$ cat src/rtl/lse_pkg.sv
`default_nettype none

package lse_pkg;

    // Fixed stream layout
    localparam int LSE_HEADER_BYTES    = 54;
    localparam int LSE_MAGIC_MAX_BYTES = 8;
    localparam int LSE_WORD_BITS       = 32;
    localparam int LSE_BYTE_BITS       = 8;

    // Register file
    localparam int LSE_ADDR_W = 5;
    localparam int LSE_DATA_W = 64;

    localparam logic [1:0] LSE_REG_MAGIC_WORD   = 2'd0;
    localparam logic [1:0] LSE_REG_MAGIC_LENGTH = 2'd1;
    localparam logic [1:0] LSE_REG_EXT_LIMIT    = 2'd2;

    localparam logic [63:0] LSE_MAGIC_WORD_RST   = 64'd10787;
    localparam logic [3:0]  LSE_MAGIC_LENGTH_RST = 4'd2;
    localparam logic [7:0]  LSE_EXT_LIMIT_RST    = 8'd8;

    // Result kinds
    typedef enum logic [2:0] {
        KIND_MAGIC_OK    = 3'd0,
        KIND_EXT_LENGTH  = 3'd1,
        KIND_EXT_CHAR    = 3'd2,
        KIND_PAYLOAD_SIZE = 3'd3,
        KIND_PAYLOAD_BYTE = 3'd4,
        KIND_MAGIC_BAD   = 3'd5,
        KIND_EXT_TOO_LONG = 3'd6
    } lse_kind_t;

    // Decoder phase
    typedef enum logic [2:0] {
        PH_HEADER = 3'd0,
        PH_MAGIC  = 3'd1,
        PH_EXTLEN = 3'd2,
        PH_EXTCHR = 3'd3,
        PH_SIZE   = 3'd4,
        PH_DATA   = 3'd5,
        PH_IDLE   = 3'd6
    } lse_phase_t;

    typedef struct packed {
        logic [7:0] pixel_byte;
        logic       first_byte;
    } lse_in_t;

    typedef struct packed {
        logic [2:0]  kind;
        logic [7:0]  byte_value;
        logic [31:0] size_value;
        logic        last;
    } lse_out_t;

    typedef struct packed {
        logic        valid;
        lse_out_t    data;
    } lse_res_t;

    typedef struct packed {
        logic [63:0] magic_word;
        logic [3:0]  magic_length;
        logic [7:0]  ext_limit;
    } lse_cfg_t;

endpackage

`default_nettype wire

$ cat src/rtl/lse_cfg_regs.sv
`default_nettype none

module lse_cfg_regs
(
    input  wire logic                            clk,
    input  wire logic                            rst_n,
    input  wire logic                            psel,
    input  wire logic                            penable,
    input  wire logic                            pwrite,
    input  wire logic [lse_pkg::LSE_ADDR_W-1:0]  paddr,
    input  wire logic [lse_pkg::LSE_DATA_W-1:0]  pwdata,
    output logic      [lse_pkg::LSE_DATA_W-1:0]  prdata,
    output logic                                 pready,
    output lse_pkg::lse_cfg_t                    cfg
);

    logic [63:0] magic_word_reg;
    logic [3:0]  magic_length_reg;
    logic [7:0]  ext_limit_reg;
    logic [1:0]  reg_index;
    logic        wr_en;

    assign pready    = 1'b1;
    assign reg_index = paddr[4:3];
    assign wr_en     = psel && penable && pwrite;

    // Register writes on the access phase
    always_ff @(posedge clk or negedge rst_n)
    begin
        if (!rst_n)
        begin
            magic_word_reg   <= lse_pkg::LSE_MAGIC_WORD_RST;
            magic_length_reg <= lse_pkg::LSE_MAGIC_LENGTH_RST;
            ext_limit_reg    <= lse_pkg::LSE_EXT_LIMIT_RST;
        end
        else if (wr_en)
        begin
            case (reg_index)
                lse_pkg::LSE_REG_MAGIC_WORD:   magic_word_reg   <= pwdata;
                lse_pkg::LSE_REG_MAGIC_LENGTH: magic_length_reg <= pwdata[3:0];
                lse_pkg::LSE_REG_EXT_LIMIT:    ext_limit_reg    <= pwdata[7:0];
                default: ;
            endcase
        end
    end

    // Read mux
    always_comb
    begin
        case (reg_index)
            lse_pkg::LSE_REG_MAGIC_WORD:   prdata = magic_word_reg;
            lse_pkg::LSE_REG_MAGIC_LENGTH: prdata = {60'd0, magic_length_reg};
            lse_pkg::LSE_REG_EXT_LIMIT:    prdata = {56'd0, ext_limit_reg};
            default:                       prdata = '0;
        endcase
    end

    assign cfg.magic_word   = magic_word_reg;
    assign cfg.magic_length = magic_length_reg;
    assign cfg.ext_limit    = ext_limit_reg;

endmodule

`default_nettype wire

$ cat src/rtl/lse_decoder.sv
`default_nettype none

module lse_decoder
#(
    parameter int MAGIC_MAX_BYTES = lse_pkg::LSE_MAGIC_MAX_BYTES
)
(
    input  wire logic               clk,
    input  wire logic               rst_n,
    input  wire logic               proc,
    input  wire lse_pkg::lse_in_t   item,
    input  wire lse_pkg::lse_cfg_t  cfg,
    output lse_pkg::lse_res_t       res
);

    lse_pkg::lse_phase_t phase_reg, phase_next;
    logic [5:0]  header_count_reg, header_count_next;
    logic [4:0]  bit_count_reg, bit_count_next;
    logic [31:0] shift_bits_reg, shift_bits_next;
    logic [7:0]  field_count_reg, field_count_next;
    logic [7:0]  field_target_reg, field_target_next;
    logic        magic_equal_reg, magic_equal_next;
    logic [30:0] payload_left_reg, payload_left_next;

    // State after an optional restart, plus gathered bit
    lse_pkg::lse_phase_t ph;
    logic [5:0]  hc, hc_inc;
    logic [4:0]  bc;
    logic [5:0]  bc_inc;
    logic [31:0] sh, sh_g;
    logic [7:0]  fc, fc_inc, ft, ft_magic;
    logic        meq, meq_g;
    logic [30:0] pl, pl_dec;
    logic        byte_done, word_done, fields_done;
    logic [7:0]  want, b;
    logic [31:0] w;

    always_comb
    begin
        if (item.first_byte)
        begin
            ph = lse_pkg::PH_HEADER;
            hc = '0;
            bc = '0;
            sh = '0;
            fc = '0;
            ft = '0;
            meq = 1'b1;
            pl = '0;
        end
        else
        begin
            ph = phase_reg;
            hc = header_count_reg;
            bc = bit_count_reg;
            sh = shift_bits_reg;
            fc = field_count_reg;
            ft = field_target_reg;
            meq = magic_equal_reg;
            pl = payload_left_reg;
        end

        hc_inc = hc + 6'd1;
        bc_inc = {1'b0, bc} + 6'd1;
        sh_g = sh;
        sh_g[bc] = item.pixel_byte[0];
        byte_done = (bc_inc >= 6'(lse_pkg::LSE_BYTE_BITS));
        word_done = (bc_inc >= 6'(lse_pkg::LSE_WORD_BITS));
        b = sh_g[7:0];
        w = sh_g;
        fc_inc = fc + 8'd1;
        fields_done = (fc_inc >= ft);
        want = cfg.magic_word[{fc[2:0], 3'b000} +: 8];
        meq_g = meq && (b == want);
        pl_dec = pl - 31'd1;

        // Magic length clamped to 1..max
        if (cfg.magic_length == 4'd0)
            ft_magic = 8'd1;
        else if (cfg.magic_length > 4'(MAGIC_MAX_BYTES))
            ft_magic = 8'(MAGIC_MAX_BYTES);
        else
            ft_magic = {4'd0, cfg.magic_length};
    end

    // Next state
    always_comb
    begin
        phase_next        = ph;
        header_count_next = hc;
        bit_count_next    = bc;
        shift_bits_next   = sh;
        field_count_next  = fc;
        field_target_next = ft;
        magic_equal_next  = meq;
        payload_left_next = pl;

        case (ph)
            lse_pkg::PH_HEADER:
            begin
                header_count_next = hc_inc;
                if (hc_inc >= 6'(lse_pkg::LSE_HEADER_BYTES))
                begin
                    phase_next        = lse_pkg::PH_MAGIC;
                    bit_count_next    = '0;
                    shift_bits_next   = '0;
                    field_count_next  = '0;
                    magic_equal_next  = 1'b1;
                    field_target_next = ft_magic;
                end
            end
            lse_pkg::PH_MAGIC, lse_pkg::PH_EXTCHR, lse_pkg::PH_DATA:
            begin
                bit_count_next  = bc_inc[4:0];
                shift_bits_next = sh_g;
                if (byte_done)
                begin
                    bit_count_next  = '0;
                    shift_bits_next = '0;
                    if (ph == lse_pkg::PH_MAGIC)
                    begin
                        magic_equal_next = meq_g;
                        field_count_next = fc_inc;
                        if (fields_done)
                            phase_next = meq_g ? lse_pkg::PH_EXTLEN : lse_pkg::PH_IDLE;
                    end
                    else if (ph == lse_pkg::PH_EXTCHR)
                    begin
                        field_count_next = fc_inc;
                        if (fields_done)
                            phase_next = lse_pkg::PH_SIZE;
                    end
                    else
                    begin
                        payload_left_next = pl_dec;
                        if (pl_dec == '0)
                            phase_next = lse_pkg::PH_IDLE;
                    end
                end
            end
            lse_pkg::PH_EXTLEN, lse_pkg::PH_SIZE:
            begin
                bit_count_next  = bc_inc[4:0];
                shift_bits_next = sh_g;
                if (word_done)
                begin
                    bit_count_next  = '0;
                    shift_bits_next = '0;
                    if (ph == lse_pkg::PH_EXTLEN)
                    begin
                        if (w >= {24'd0, cfg.ext_limit})
                            phase_next = lse_pkg::PH_IDLE;
                        else
                        begin
                            field_count_next  = '0;
                            field_target_next = w[7:0];
                            phase_next = (w == '0) ? lse_pkg::PH_SIZE : lse_pkg::PH_EXTCHR;
                        end
                    end
                    else if (w == '0 || w[31])
                        phase_next = lse_pkg::PH_IDLE;
                    else
                    begin
                        payload_left_next = w[30:0];
                        phase_next        = lse_pkg::PH_DATA;
                    end
                end
            end
            default: ;
        endcase
    end

    // Result for this item
    always_comb
    begin
        res.valid           = 1'b0;
        res.data.kind       = lse_pkg::KIND_MAGIC_OK;
        res.data.byte_value = '0;
        res.data.size_value = '0;
        res.data.last       = 1'b0;

        case (ph)
            lse_pkg::PH_MAGIC:
            begin
                if (byte_done && fields_done)
                begin
                    res.valid = 1'b1;
                    if (!meq_g)
                    begin
                        res.data.kind = lse_pkg::KIND_MAGIC_BAD;
                        res.data.last = 1'b1;
                    end
                end
            end
            lse_pkg::PH_EXTCHR:
            begin
                if (byte_done)
                begin
                    res.valid           = 1'b1;
                    res.data.kind       = lse_pkg::KIND_EXT_CHAR;
                    res.data.byte_value = b;
                end
            end
            lse_pkg::PH_DATA:
            begin
                if (byte_done)
                begin
                    res.valid           = 1'b1;
                    res.data.kind       = lse_pkg::KIND_PAYLOAD_BYTE;
                    res.data.byte_value = b;
                    res.data.last       = (pl_dec == '0);
                end
            end
            lse_pkg::PH_EXTLEN:
            begin
                if (word_done)
                begin
                    res.valid           = 1'b1;
                    res.data.size_value = w;
                    if (w >= {24'd0, cfg.ext_limit})
                    begin
                        res.data.kind = lse_pkg::KIND_EXT_TOO_LONG;
                        res.data.last = 1'b1;
                    end
                    else
                        res.data.kind = lse_pkg::KIND_EXT_LENGTH;
                end
            end
            lse_pkg::PH_SIZE:
            begin
                if (word_done)
                begin
                    res.valid           = 1'b1;
                    res.data.kind       = lse_pkg::KIND_PAYLOAD_SIZE;
                    res.data.size_value = w;
                    res.data.last       = (w == '0) || w[31];
                end
            end
            default: ;
        endcase
    end

    // State registers advance once per processed item
    always_ff @(posedge clk or negedge rst_n)
    begin
        if (!rst_n)
        begin
            phase_reg        <= lse_pkg::PH_HEADER;
            header_count_reg <= '0;
            bit_count_reg    <= '0;
            shift_bits_reg   <= '0;
            field_count_reg  <= '0;
            field_target_reg <= '0;
            magic_equal_reg  <= 1'b1;
            payload_left_reg <= '0;
        end
        else if (proc)
        begin
            phase_reg        <= phase_next;
            header_count_reg <= header_count_next;
            bit_count_reg    <= bit_count_next;
            shift_bits_reg   <= shift_bits_next;
            field_count_reg  <= field_count_next;
            field_target_reg <= field_target_next;
            magic_equal_reg  <= magic_equal_next;
            payload_left_reg <= payload_left_next;
        end
    end

endmodule

`default_nettype wire

$ cat src/rtl/lse_out_stage.sv
`default_nettype none

module lse_out_stage
(
    input  wire logic               clk,
    input  wire logic               rst_n,
    input  wire logic               proc,
    input  wire lse_pkg::lse_res_t  res,
    input  wire logic               out_stall,
    output logic                    advance,
    output logic                    out_valid,
    output lse_pkg::lse_out_t       out_data
);

    logic              out_valid_reg, out_valid_next;
    lse_pkg::lse_out_t out_data_reg;

    // Register is free when empty or being drained this cycle
    assign advance        = !out_valid_reg || !out_stall;
    assign out_valid_next = advance ? (proc && res.valid) : out_valid_reg;

    always_ff @(posedge clk or negedge rst_n)
    begin
        if (!rst_n)
            out_valid_reg <= 1'b0;
        else
            out_valid_reg <= out_valid_next;
    end

    always_ff @(posedge clk)
    begin
        if (advance && proc && res.valid)
            out_data_reg <= res.data;
    end

    assign out_valid = out_valid_reg;
    assign out_data  = out_data_reg;

endmodule

`default_nettype wire

$ cat src/rtl/lsb_stego_extractor_core.sv
// LSB stego extractor: recovers a hidden stream from stego BMP file bytes.
// Input channel (in_valid/in_stall/in_data): one file byte per transfer,
// with first_byte set on the first byte of each file. The first 54 bytes
// are skipped; after that bit 0 of each byte is gathered, LSB first.
// Output channel (out_valid/out_stall/out_data): zero or one result per
// input byte (magic check, extension length and chars, payload size and
// bytes, or an error), with last set on the final result of a stream.
// A result reaches out_valid through the input register, then the result
// register. Throughput: one byte per cycle while out_stall does not hold a
// pending result, set by the single decode step between the input register
// and the result register. Stall: while out_stall holds a pending result,
// at most one more byte is taken into the input register and in_stall then
// rises until the result drains. Reset: clears the stream state to header
// skipping and empties both registers; configuration returns to magic
// 0x2A23, length 2, limit 8. The user must write configuration over the
// APB port only while the block is idle; the block does not enforce it.
`default_nettype none

module lsb_stego_extractor_core
#(
    parameter int MAGIC_MAX_BYTES = lse_pkg::LSE_MAGIC_MAX_BYTES
)
(
    input  wire logic                            clk,
    input  wire logic                            rst_n,
    input  wire logic                            in_valid,
    output logic                                 in_stall,
    input  wire lse_pkg::lse_in_t                in_data,
    output logic                                 out_valid,
    input  wire logic                            out_stall,
    output lse_pkg::lse_out_t                    out_data,
    input  wire logic                            psel,
    input  wire logic                            penable,
    input  wire logic                            pwrite,
    input  wire logic [lse_pkg::LSE_ADDR_W-1:0]  paddr,
    input  wire logic [lse_pkg::LSE_DATA_W-1:0]  pwdata,
    output logic      [lse_pkg::LSE_DATA_W-1:0]  prdata,
    output logic                                 pready
);

    lse_pkg::lse_cfg_t cfg;
    lse_pkg::lse_res_t res;
    lse_pkg::lse_in_t  in_data_reg;
    logic              in_valid_reg, in_valid_next;
    logic              advance, proc;

    // Input register: holds while stalled, else loads whatever is offered
    assign in_stall      = in_valid_reg && !advance;
    assign proc          = in_valid_reg && advance;
    assign in_valid_next = in_stall ? 1'b1 : in_valid;

    always_ff @(posedge clk or negedge rst_n)
    begin
        if (!rst_n)
            in_valid_reg <= 1'b0;
        else
            in_valid_reg <= in_valid_next;
    end

    always_ff @(posedge clk)
    begin
        if (in_valid && !in_stall)
            in_data_reg <= in_data;
    end

    lse_cfg_regs u_cfg
    (
        .clk     (clk),
        .rst_n   (rst_n),
        .psel    (psel),
        .penable (penable),
        .pwrite  (pwrite),
        .paddr   (paddr),
        .pwdata  (pwdata),
        .prdata  (prdata),
        .pready  (pready),
        .cfg     (cfg)
    );

    lse_decoder
    #(
        .MAGIC_MAX_BYTES (MAGIC_MAX_BYTES)
    )
    u_dec
    (
        .clk   (clk),
        .rst_n (rst_n),
        .proc  (proc),
        .item  (in_data_reg),
        .cfg   (cfg),
        .res   (res)
    );

    lse_out_stage u_out
    (
        .clk       (clk),
        .rst_n     (rst_n),
        .proc      (proc),
        .res       (res),
        .out_stall (out_stall),
        .advance   (advance),
        .out_valid (out_valid),
        .out_data  (out_data)
    );

endmodule

`default_nettype wire
$ cat config.mk
export PLATFORM = sky130hd
export DESIGN_NAME = lsb_stego_extractor_core
export DESIGN_NICKNAME = d
export VERILOG_FILES = /design/src/rtl/lse_pkg.sv /design/src/rtl/lse_cfg_regs.sv /design/src/rtl/lse_decoder.sv /design/src/rtl/lse_out_stage.sv /design/src/rtl/lsb_stego_extractor_core.sv
export SDC_FILE = /design/constraint.sdc
export NUM_CORES = 1
export LEC_CHECK = 0
export ABC_AREA = 1
export BUFFER_PORTS_ARGS = -buffer_cell sky130_fd_sc_hd__buf_4
export CORE_MARGIN = 2
export CORE_UTILIZATION = 50
export DETAILED_ROUTE_END_ITERATION = 12
export PLACE_DENSITY = 0.74
export SLEW_MARGIN = 40
export SYNTH_ARGS = -nofsm -noshare
export SYNTH_HDL_FRONTEND = slang
export SYNTH_SLANG_ARGS = --single-unit
$ cat constraint.sdc
create_clock -name clk -period 8.1 [get_ports clk]
set_input_delay 1.215 -clock clk [delete_from_list [all_inputs] [get_ports clk]]
set_output_delay 1.215 -clock clk [all_outputs]
set_load 0.01 [all_outputs]
; Word level (Yosys, flattened, before mapping)
; Cells that the tools add are included.
[totals]
output_inout_bits = 111
wordCells = 146
regBits = 218
in_bits = 85
[op_classes]
n_reduce_logical = 27
n_mux = 79
eq_ne = 8
magnitude_cmp = 8
n_addsub = 4
n_shift = 1
[op_table]
columns = operator, n
row1 = 2-to-1 mux 31 bit, 7
row2 = case mux 64 bit (3 select lines), 1
row3 = 2-to-1 mux 32 bit, 4
row4 = 2-to-1 mux 8 bit, 14
row5 = case mux 32 bit (3 select lines), 1
row6 = 2-to-1 mux 33 bit, 2
row7 = case mux 32 bit (2 select lines), 1
row8 = indexed part select 64 x 7 -> 8 bit, 1
row9 = case mux 31 bit (2 select lines), 1
row10 = 2-to-1 mux 3 bit, 15
row11 = bitwise mux 32 bit, 1
row12 = >= comparator 32 x 8 -> 1 bit, 1
row13 = logical NOT 32 bit, 1
row14 = case mux 8 bit (2 select lines), 2
row15 = logical NOT 31 bit, 1
row16 = subtractor 31 x 1 -> 31 bit (second input constant), 1
row17 = 2-to-1 mux 12 bit, 2
row18 = case mux 8 bit (3 select lines), 1
row19 = 2-to-1 mux 5 bit, 4
row20 = case mux 4 bit (5 select lines), 1
row21 = 2-to-1 mux 4 bit, 4
row22 = case mux 5 bit (3 select lines), 1
row23 = >= comparator 6 bit (second input constant), 2
row24 = 2-to-1 mux 6 bit, 2
row25 = 29 further kinds, 56

; Depth between registers and ports, before layout
; Gate-level depths: netlist of the first run.
[logic_depth]
word_depth = 13
ltp_mapped = 28
depth_no_buf = 24

; Cells and area by module
; From an unflattened synthesis of the first run, not the netlist that was laid out.
[unflattened]
cells_unflattened = 2370
area_unflattened_um2 = 15409.8
[by_module_without_submodules]
columns = mod, cells_each, area_each_um2, seq_area_each_um2, instances
row1 = lse_decoder, 1820, 10191.0, 2353.5, 1
row2 = lse_cfg_regs, 482, 3513.4, 1911.8, 1
row3 = lse_out_stage, 50, 1370.1, 1346.3, 1
row4 = lsb_stego_extractor_core, 18, 335.3, 295.3, 1

; Worst setup path after synthesis of the first run
; No wires, ideal clock.
[synth_timing]
path_type = register to register
startpoint = reg in_data_reg[0] (netlist name)
endpoint = reg u_out.out_data_reg, in the netlist u_out.out_data[0], enable pin
n_path_buf = 4
path_stages_with_launch = 19
synth_period_minus_slack_ns = 5.197
arrival_time_ns = 4.751
t_required_ns = 7.654
setup_time_ns = 0.446
path_slack_ns = 2.903
cell_sequence = edfxtp_1 > buf_6 > inv_6 > buf_4 > buf_4 > nand2_1 > buf_2 > nor3_1 > nand4_1 > nor2_1 > xor2_1 > inv_1 > ha_1 > nand2_1 > o41ai_1 > nand3_1 > inv_1 > nor2_1 > nor2_1
[synth_between]
elab_chain_len = 7
elab_cells_between_ends = 22
cone_classes = 2 x add/sub / 3 x order compare / 5 x eq/ne / 10 x mux / 2 x reduce/logical
[synth_rtl]
columns = element, line_no
row1 = "start, declared", lsb_stego_extractor_core.sv:43  ; lse_pkg::lse_in_t in_data_reg;
row2 = "start signal, assigned", lsb_stego_extractor_core.sv:63  ; in_data_reg <= in_data;
row3 = 2-to-1 mux 8 bit or 2-to-1 mux 5 bit (tied branches), lse_decoder.sv:40  ; if (item.first_byte)
row4 = adder 8 x 1 -> 8 bit or adder 5 x 1 -> 6 bit (tied branches), "lse_decoder.sv:71, lse_decoder.sv:64"
row5 = >= comparator 8 bit or >= comparator 6 x 4 -> 1 bit (tied branches), "lse_decoder.sv:72, lse_decoder.sv:67"
row6 = logical AND 1 bit, lse_decoder.sv:185  ; if (byte_done && fields_done)
row7 = 2-to-1 mux 4 bit, lse_decoder.sv:185
row8 = case mux 4 bit (5 select lines) *, lse_decoder.sv:182  ; case (ph)
row9 = logical AND 1 bit *, lse_out_stage.sv:32  ; if (advance && proc && res.valid)
row10 = "end signal, assigned", lse_out_stage.sv:33  ; out_data_reg <= res.data;
row11 = "end, declared", lse_out_stage.sv:16  ; lse_pkg::lse_out_t out_data_reg;
; Mark *: on every way between the ends. The rest lies on a longest branch, timed or not.
; A chain may end at the register's enable or synchronous reset.

; Final worst setup path of the first run
[layout_timing]
startpoint = reg in_data_reg[0] (netlist name)
endpoint = reg u_out.out_data_reg, in the netlist u_out.out_data[31], enable pin
; Same word-level chain as after synthesis.

==> flow_summary.toml, run 1 <==
[critical_path]
crit_path_max_incr_delay_ps = 590
worstSetupStartpointType = "flop"
regToRegStartpoint = "in_data_reg[0]$_DFFE_PP_"
critPathSlowestCell = "o41ai_1"
cp.buffers_inverters = 5
worstPathArrival_ps = 5580
critPathCaptureType = "flop"
cp_data_required_time_ps = 8280
cpLargestDelayFamily = "simple AND/OR/NAND/NOR gates"
startpoint = "in_data_reg[0]$_DFFE_PP_"
critical_path.cell_chain = "buf_4 > inv_6 > nand2_1 > nor3_1 > nand4_1 > nor2_1 > xor2_1 > inv_1 > ha_1 > nand2_1 > o41ai_1 > nand3_1 > inv_1 > nor2_1 > nor2_4 > buf_4"
timing.critical_path.fanout_max = 82
path_class = "flop to flop"

[place]
dp.final_hpwl_um = 34800
routabilityCongestion = 0.932
placement.io_buffers = 184

[final_layout]
antennaDiodeCount = 0
postLayoutCoreUtil_pct = 59.1
areaGrowthSynthToFinish_pct = 16.3
regArea_mm2 = 0.00570
share_of_cells_above_drive_strength_1_pct = 11.8
largest_reg_flops = 64
multi_input_comb_area_mm2 = 0.00789
nNetsFinal = 2548
fillers = 2880

[power]
max-vdd-ir-drop_uv = 166
power_density_mw_per_mm2 = 225
leakage_nw = 9.21
totalPowerFinal_mw = 3.96

[run]
maxCapViolations = 0

[detailed_routing]
vias = 16000
drt_first_pass_iters = 6
drt_first_iter_violations = 1568
totalWireLength_um = 50100
vias_per_cell = 5.63
wl_per_cell_um = 17.6
drc = 0
detail-route-antenna-nets = 0

[sta]
finalCritPeriodShare_pct = 66.7
final.setup.tns_ps = 0
timing.hold.ws_ps = 472
hold_viol_final = 0
maxClockFrequency_mhz = 185
unrepaired_setup_endpoints_after_global_routing = "no"
worstMarginPinSlew_ps = 810
setup_viol_count_final = 0
slew_headroom_pct = 46.0
finalClockSkew_ps = 14.5
timing.final.crit_period_ps = 5400
final-max-slew-violation-count = 0

[die]
placeableCoreArea_mm2 = 0.0297
die_width_um = 178
io_pins = 196
initial_utilization_pct = 50.8
dieArea_mm2 = 0.0316
die_h_um = 178
std_cell_rows = 63

[cts]
cts-buffers-inserted = 25
clkLatencyLatePin_ps = 560
tritoncts_clock_tree = "done"
cts_buffer_depth = 3
cts.htree.levels = 1
cts_sinks = 218
number_of_buffers_inserted_for_hold_repair_after_clock_tree_synthesis = 0
cts_setup_buffers = 0
cts.root.buffer_cell = "clkbuf_16"
clock_slew_at_the_register_clock_pins_of_the_worst_setup_and_hold_paths_ps = 60
post_cts_sizing_count = 0

[logic_synthesis]
synth.yosys.warnings = 0
synth_top_area_share_pct = 27.0
sequential_area_share_after_synthesis_pct = 37.7
synth.largest_area_cell = "dfrtp_1"
synth_top_cells_by_area = "dfrtp_1 27%, nand2_1 16%, edfxtp_1 9.1%, nor2_1 8.9%, inv_1 6.8%"
asyncSetResetFlopFracSynth_pct = 78.9
synth-seq-cells = 218
netlist_area_mm2 = 0.0151
synth_nets = 2434
synth-edff-count = 46
synth_cell_types = 47
syn_area_per_cell_um2 = 6.50
postSynthCellCount = 2324
ys_dominant_reg_cell = "dfrtp_1"

[global_route]
grt_first_pass_wirelength_um = 78600
number_of_global_route_vias_before_repair = 14700
initial_antenna_violation_count = 0
maximum_number_of_pins_on_one_net_before_global_route_repair = 107
grt.overflow.total = 0
grt_util_all_layers_pct = 31.4

[run_status]
run_status = "finished, final reports clean"

[min_path]
hold_start = "u_dec.magic_equal_reg$_DFFE_PN1P_"
hold_path_class = "flop to flop"
stage by stage:
stage | instance area, um2 | instances | worst slack (ps)
3_5_place_dp | 16600 | 2800 | 2940
6_report | 17600 | 2847 | 2700
4_1_cts | 17500 | 2846 | 2880
5_1_grt | 17600 | 2847 | 2320
3_3_place_gp | 16600 | 2800 | 2850
2_1_floorplan | 15100 | 2324 | 2900
synth_stat cells (2+ instances only):
master,n
nor2_1,360
or2_2,3
o22ai_1,27
a31oi_1,7
nand2_2,3
nand3_1,152
inv_1,274
a221oi_1,7
ha_1,25
a2bb2oi_1,2
o21ai_0,161
a22oi_1,2
o221ai_1,4
buf_1,10
nor2_2,8
o31ai_1,2
a21oi_1,172
xnor2_1,2
xor2_1,13
clkbuf_1,70
edfxtp_1,46
dfstp_2,9
inv_2,8
a211oi_1,9
nand2_1,656
buf_4,6
o211ai_1,30
dfrtp_1,163
buf_2,25
nand4_1,30
buf_6,2
nand3_2,5
nor3_1,8
o21ai_1,10
cell usage in the layout, fill, tap and decap left out, types with 46 or more instances in the layout:
cell type,synthesis,layout
edfxtp_1,46,46
buf_4,6,195
inv_1,274,273
nand2_1,656,653
o21ai_0,161,161
a21oi_1,172,172
nand3_1,152,152
dfrtp_1,163,163
nor2_1,360,358
worst reg2reg max path: stages (launching register included):
cell and delay, ps:
edfxtp_1 370, buf_4 330, inv_6 510, nand2_1 610, nor3_1 540, nand4_1 230
nor2_1 160, xor2_1 190, inv_1 80, ha_1 290, nand2_1 80, o41ai_1 590
nand3_1 210, inv_1 130, nor2_1 100, nor2_4 80, buf_4 500
cell families (layout without fill, tap and decap cells):
logic type	count (synthesis)	after routing	share of synthesized area (%)
AND/OR/NAND/NOR	1229	1229	33.0
AO/OA/AOI/OAI	439	439	16.0
buffers and inverters	397	530	10.4
flip-flops	218	218	37.7
adder cells (fa/ha/maj)	25	25	2.07
XOR/XNOR	15	15	0.870
other	1	1	0.0248
report_power, final:
group / switching (mW) / internal (mW) / leakage, nW
clock: 0.493 / 0.742 / 0.434
sequential: 0.112 / 1.28 / 2.57
combinational: 0.931 / 0.400 / 6.21
total: 1.54 / 2.42 / 9.21
layer usage:
layer  track usage (%)  routed length (um)  share of wire (%)
met2              52.0               23400                 47
met4              12.2                1890                3.8
met3              4.20                3870                7.7
met5                 0                   0                  0
met1              41.8               21000                 42
area by class of cell:
type	instances	share of cell area, %
Multi-Input combinational cell	1709	44.9
Sequential cell	218	32.4
Timing Repair Buffer	200	8.77
Inverter	284	6.10
Clock buffer	30	3.72
Tap cell	390	2.78
Clock inverter	16	1.32
final timing paths:
path	cells past startpoint	slack, ps	endpoint
worst max-delay path	16	2700	u_out.out_data[31]$_DFFE_PP_
worst min-delay path	2	470	u_dec.magic_equal_reg$_DFFE_PN1P_
worst max register to register	16	2700	u_out.out_data[31]$_DFFE_PP_
worst min register to register	2	470	u_dec.magic_equal_reg$_DFFE_PN1P_
max in group asynchronous	2	6590	u_cfg.magic_word_reg[50]$_DFFE_PN0P_
min in group asynchronous	1	520	u_dec.shift_bits_reg[23]$_DFFE_PN0P_
(Power assumes the default switching activity.)
==> inputs of run 2 (changes only) <==
--- a/config.mk
+++ b/config.mk
@@ -10,7 +10,7 @@
 export CORE_MARGIN = 2
 export CORE_UTILIZATION = 50
 export DETAILED_ROUTE_END_ITERATION = 12
-export PLACE_DENSITY = 0.74
+export PLACE_DENSITY = 0.76
 export SLEW_MARGIN = 40
 export SYNTH_ARGS = -nofsm -noshare
 export SYNTH_HDL_FRONTEND = slang
==> constraint.sdc (replaced) <==
create_clock -name clk -period 4.5 [get_ports clk]
set_input_delay 0.675 -clock clk [delete_from_list [all_inputs] [get_ports clk]]
set_output_delay 0.675 -clock clk [all_outputs]
set_load 0.01 [all_outputs]
==> flow_summary.toml, run 2 (same netlist as run 1, synthesis figures left out) <==
[run_status]
run_status = "finished, final reports clean"

[cts]
number_of_buffers_inserted_for_hold_repair_after_clock_tree_synthesis = 0
cts.root.buffer_cell = "clkbuf_16"
cts-buffers-inserted = 26
cts_setup_buffers = 0
clkLatencyLatePin_ps = 560
tritoncts_clock_tree = "done"
cts_buffer_depth = 3
post_cts_sizing_count = 0
cts.htree.levels = 1
cts_sinks = 218
clock_slew_at_the_register_clock_pins_of_the_worst_setup_and_hold_paths_ps = 60

[power]
combPwrFrac_pct = 34.1
total_switching_power_mw = 2.79
power.share.sequential_pct = 35.0
clock_power_share_pct = 30.9
power_density_mw_per_mm2 = 403
leakage_nw = 9.33
max-vdd-ir-drop_uv = 270
totalPowerFinal_mw = 7.18
switching_share_pct = 38.8
internal_power_mw = 4.39

[run]
maxCapViolations = 0

[die]
io_pins = 196
die_width_um = 178
die_h_um = 178
std_cell_rows = 63
dieArea_mm2 = 0.0316
initial_utilization_pct = 50.8
placeableCoreArea_mm2 = 0.0297

[sta]
finalCritPeriodShare_pct = 90.3
hold_viol_final = 0
unrepaired_setup_endpoints_after_global_routing = "no"
timing.hold.ws_ps = 15.1
finalClockSkew_ps = 23.1
final-max-slew-violation-count = 0
slew_headroom_pct = 50.5
final.setup.tns_ps = 0
timing.final.ws_setup_ps = 437
timing.final.crit_period_ps = 4060
maxClockFrequency_mhz = 246
setup_viol_count_final = 0
worstMarginPinSlew_ps = 732

[place]
dp.final_hpwl_um = 36100
placement.io_buffers = 184
post_placement_setup_slack_ps = 543
routabilityCongestion = 0.931

[min_path]
hold_path_class = "input port to asynchronous set/reset pin"

[final_layout]
share_of_cells_above_drive_strength_1_pct = 12.7
nNetsFinal = 2575
layout.cells.most_common_list = "653 x nand2_1, 357 x nor2_1, 274 x inv_1, 221 x buf_4, 172 x a21oi_1"
commonest_non_fill_non_tap_cell_in_the_layout = "nand2_1"
antennaDiodeCount = 0
largest_reg_flops = 64
areaGrowthSynthToFinish_pct = 17.9

[global_route]
initial_antenna_violation_count = 0
grt_first_pass_wirelength_um = 80700
grt.overflow.total = 0
maximum_number_of_pins_on_one_net_before_global_route_repair = 104
grt_util_all_layers_pct = 32.1
number_of_global_route_vias_before_repair = 15300

[detailed_routing]
drc = 0
totalWireLength_um = 50400
drt_first_iter_violations = 1712
wl_per_cell_um = 17.5
vias_per_cell = 5.67
vias = 16300
drt_first_pass_iters = 6
detail-route-antenna-nets = 0

[critical_path]
cp_data_required_time_ps = 4700
critPathCaptureType = "flop"
path_class = "flop to flop"
worstPathArrival_ps = 4270
worstSetupStartpointType = "flop"
timing.critical_path.fanout_max = 28
-- run 2: cell count changes in the layout (fill, tap and decap cells not counted), moves of 3 or more --
cell | before | now
clkbuf_1 | 4 | 7
clkinv_2 | 5 | 1
clkbuf_8 | 1 | 5
buf_4 | 195 | 221
-- run 2: layout make-up --
type / count / area [um2]
Clock inverter: 10 / 165
Tap cell: 390 / 488
Clock buffer: 38 / 746
Fill cell: 2773 / 11900
Sequential cell: 218 / 5700
Multi-Input combinational cell: 1709 / 7890
Timing Repair Buffer: 226 / 1750
Inverter: 284 / 1070
-- run 2: worst paths after layout --
| kind | startpoint | endpoint | slack [ps] | cells past startpoint |
|---|---|---|---|---|
| worst min register to register | u_dec.magic_equal_reg$_DFFE_PN1P_ | u_dec.magic_equal_reg$_DFFE_PN1P_ | 480 | 2 |
| max in group asynchronous | rst_n | u_dec.magic_equal_reg$_DFFE_PN1P_ | 3410 | 3 |
| min in group clk | in_data[1] | in_data_reg[1]$_DFFE_PP_ | 290 | 1 |
| worst max register to register | in_data_reg[0]$_DFFE_PP_ | u_out.out_data[0]$_DFFE_PP_ | 440 | 15 |
| worst max-delay path | in_data_reg[0]$_DFFE_PP_ | u_out.out_data[0]$_DFFE_PP_ | 440 | 15 |
| worst min-delay path | rst_n | u_dec.shift_bits_reg[20]$_DFFE_PN0P_ | 20 | 1 |
-- run 2: power groups by stage --
stage                     sequential [mW]  clock (mW)  combinational, mW
after floorplan                      2.46           0               1.66
after global placement               2.53           0               2.33
after detailed placement             2.54           0               2.38
after CTS                            2.51        2.25               2.40
after global routing                 2.54        2.33               2.74
final                                2.51        2.22               2.45
-- run 2: through the flow --
| step | cell area (um2) | instances | utilization (%) |
|---|---|---|---|
| 3_5_place_dp | 16900 | 2826 | 56.7 |
| 3_3_place_gp | 16800 | 2826 | 56.7 |
| 6_report | 17800 | 2875 | 59.9 |
| 5_1_grt | 17800 | 2875 | 59.9 |
| 4_1_cts | 17800 | 2874 | 59.8 |
| 2_1_floorplan | 15100 | 2324 | - |
-- run 2: critical path, cell delays in order, from the launching register on --
cell and delay, ps:
edfxtp_1 450, inv_6 160, nand2_1 140, nor3_1 340, nand4_1 200, nor2_1 160, xor2_1 160, inv_1 70
ha_1 290, nand2_1 80, o41ai_1 720, nand3_1 230, inv_1 130, nor2_1 110, nor2_4 100, buf_4 350
-- run 2: layer usage --
metal	GRT usage [%]	routed length [um]
met4	14.0	2290
met5	0	0
met2	53.3	23500
met3	4.91	3880
met1	41.4	20700
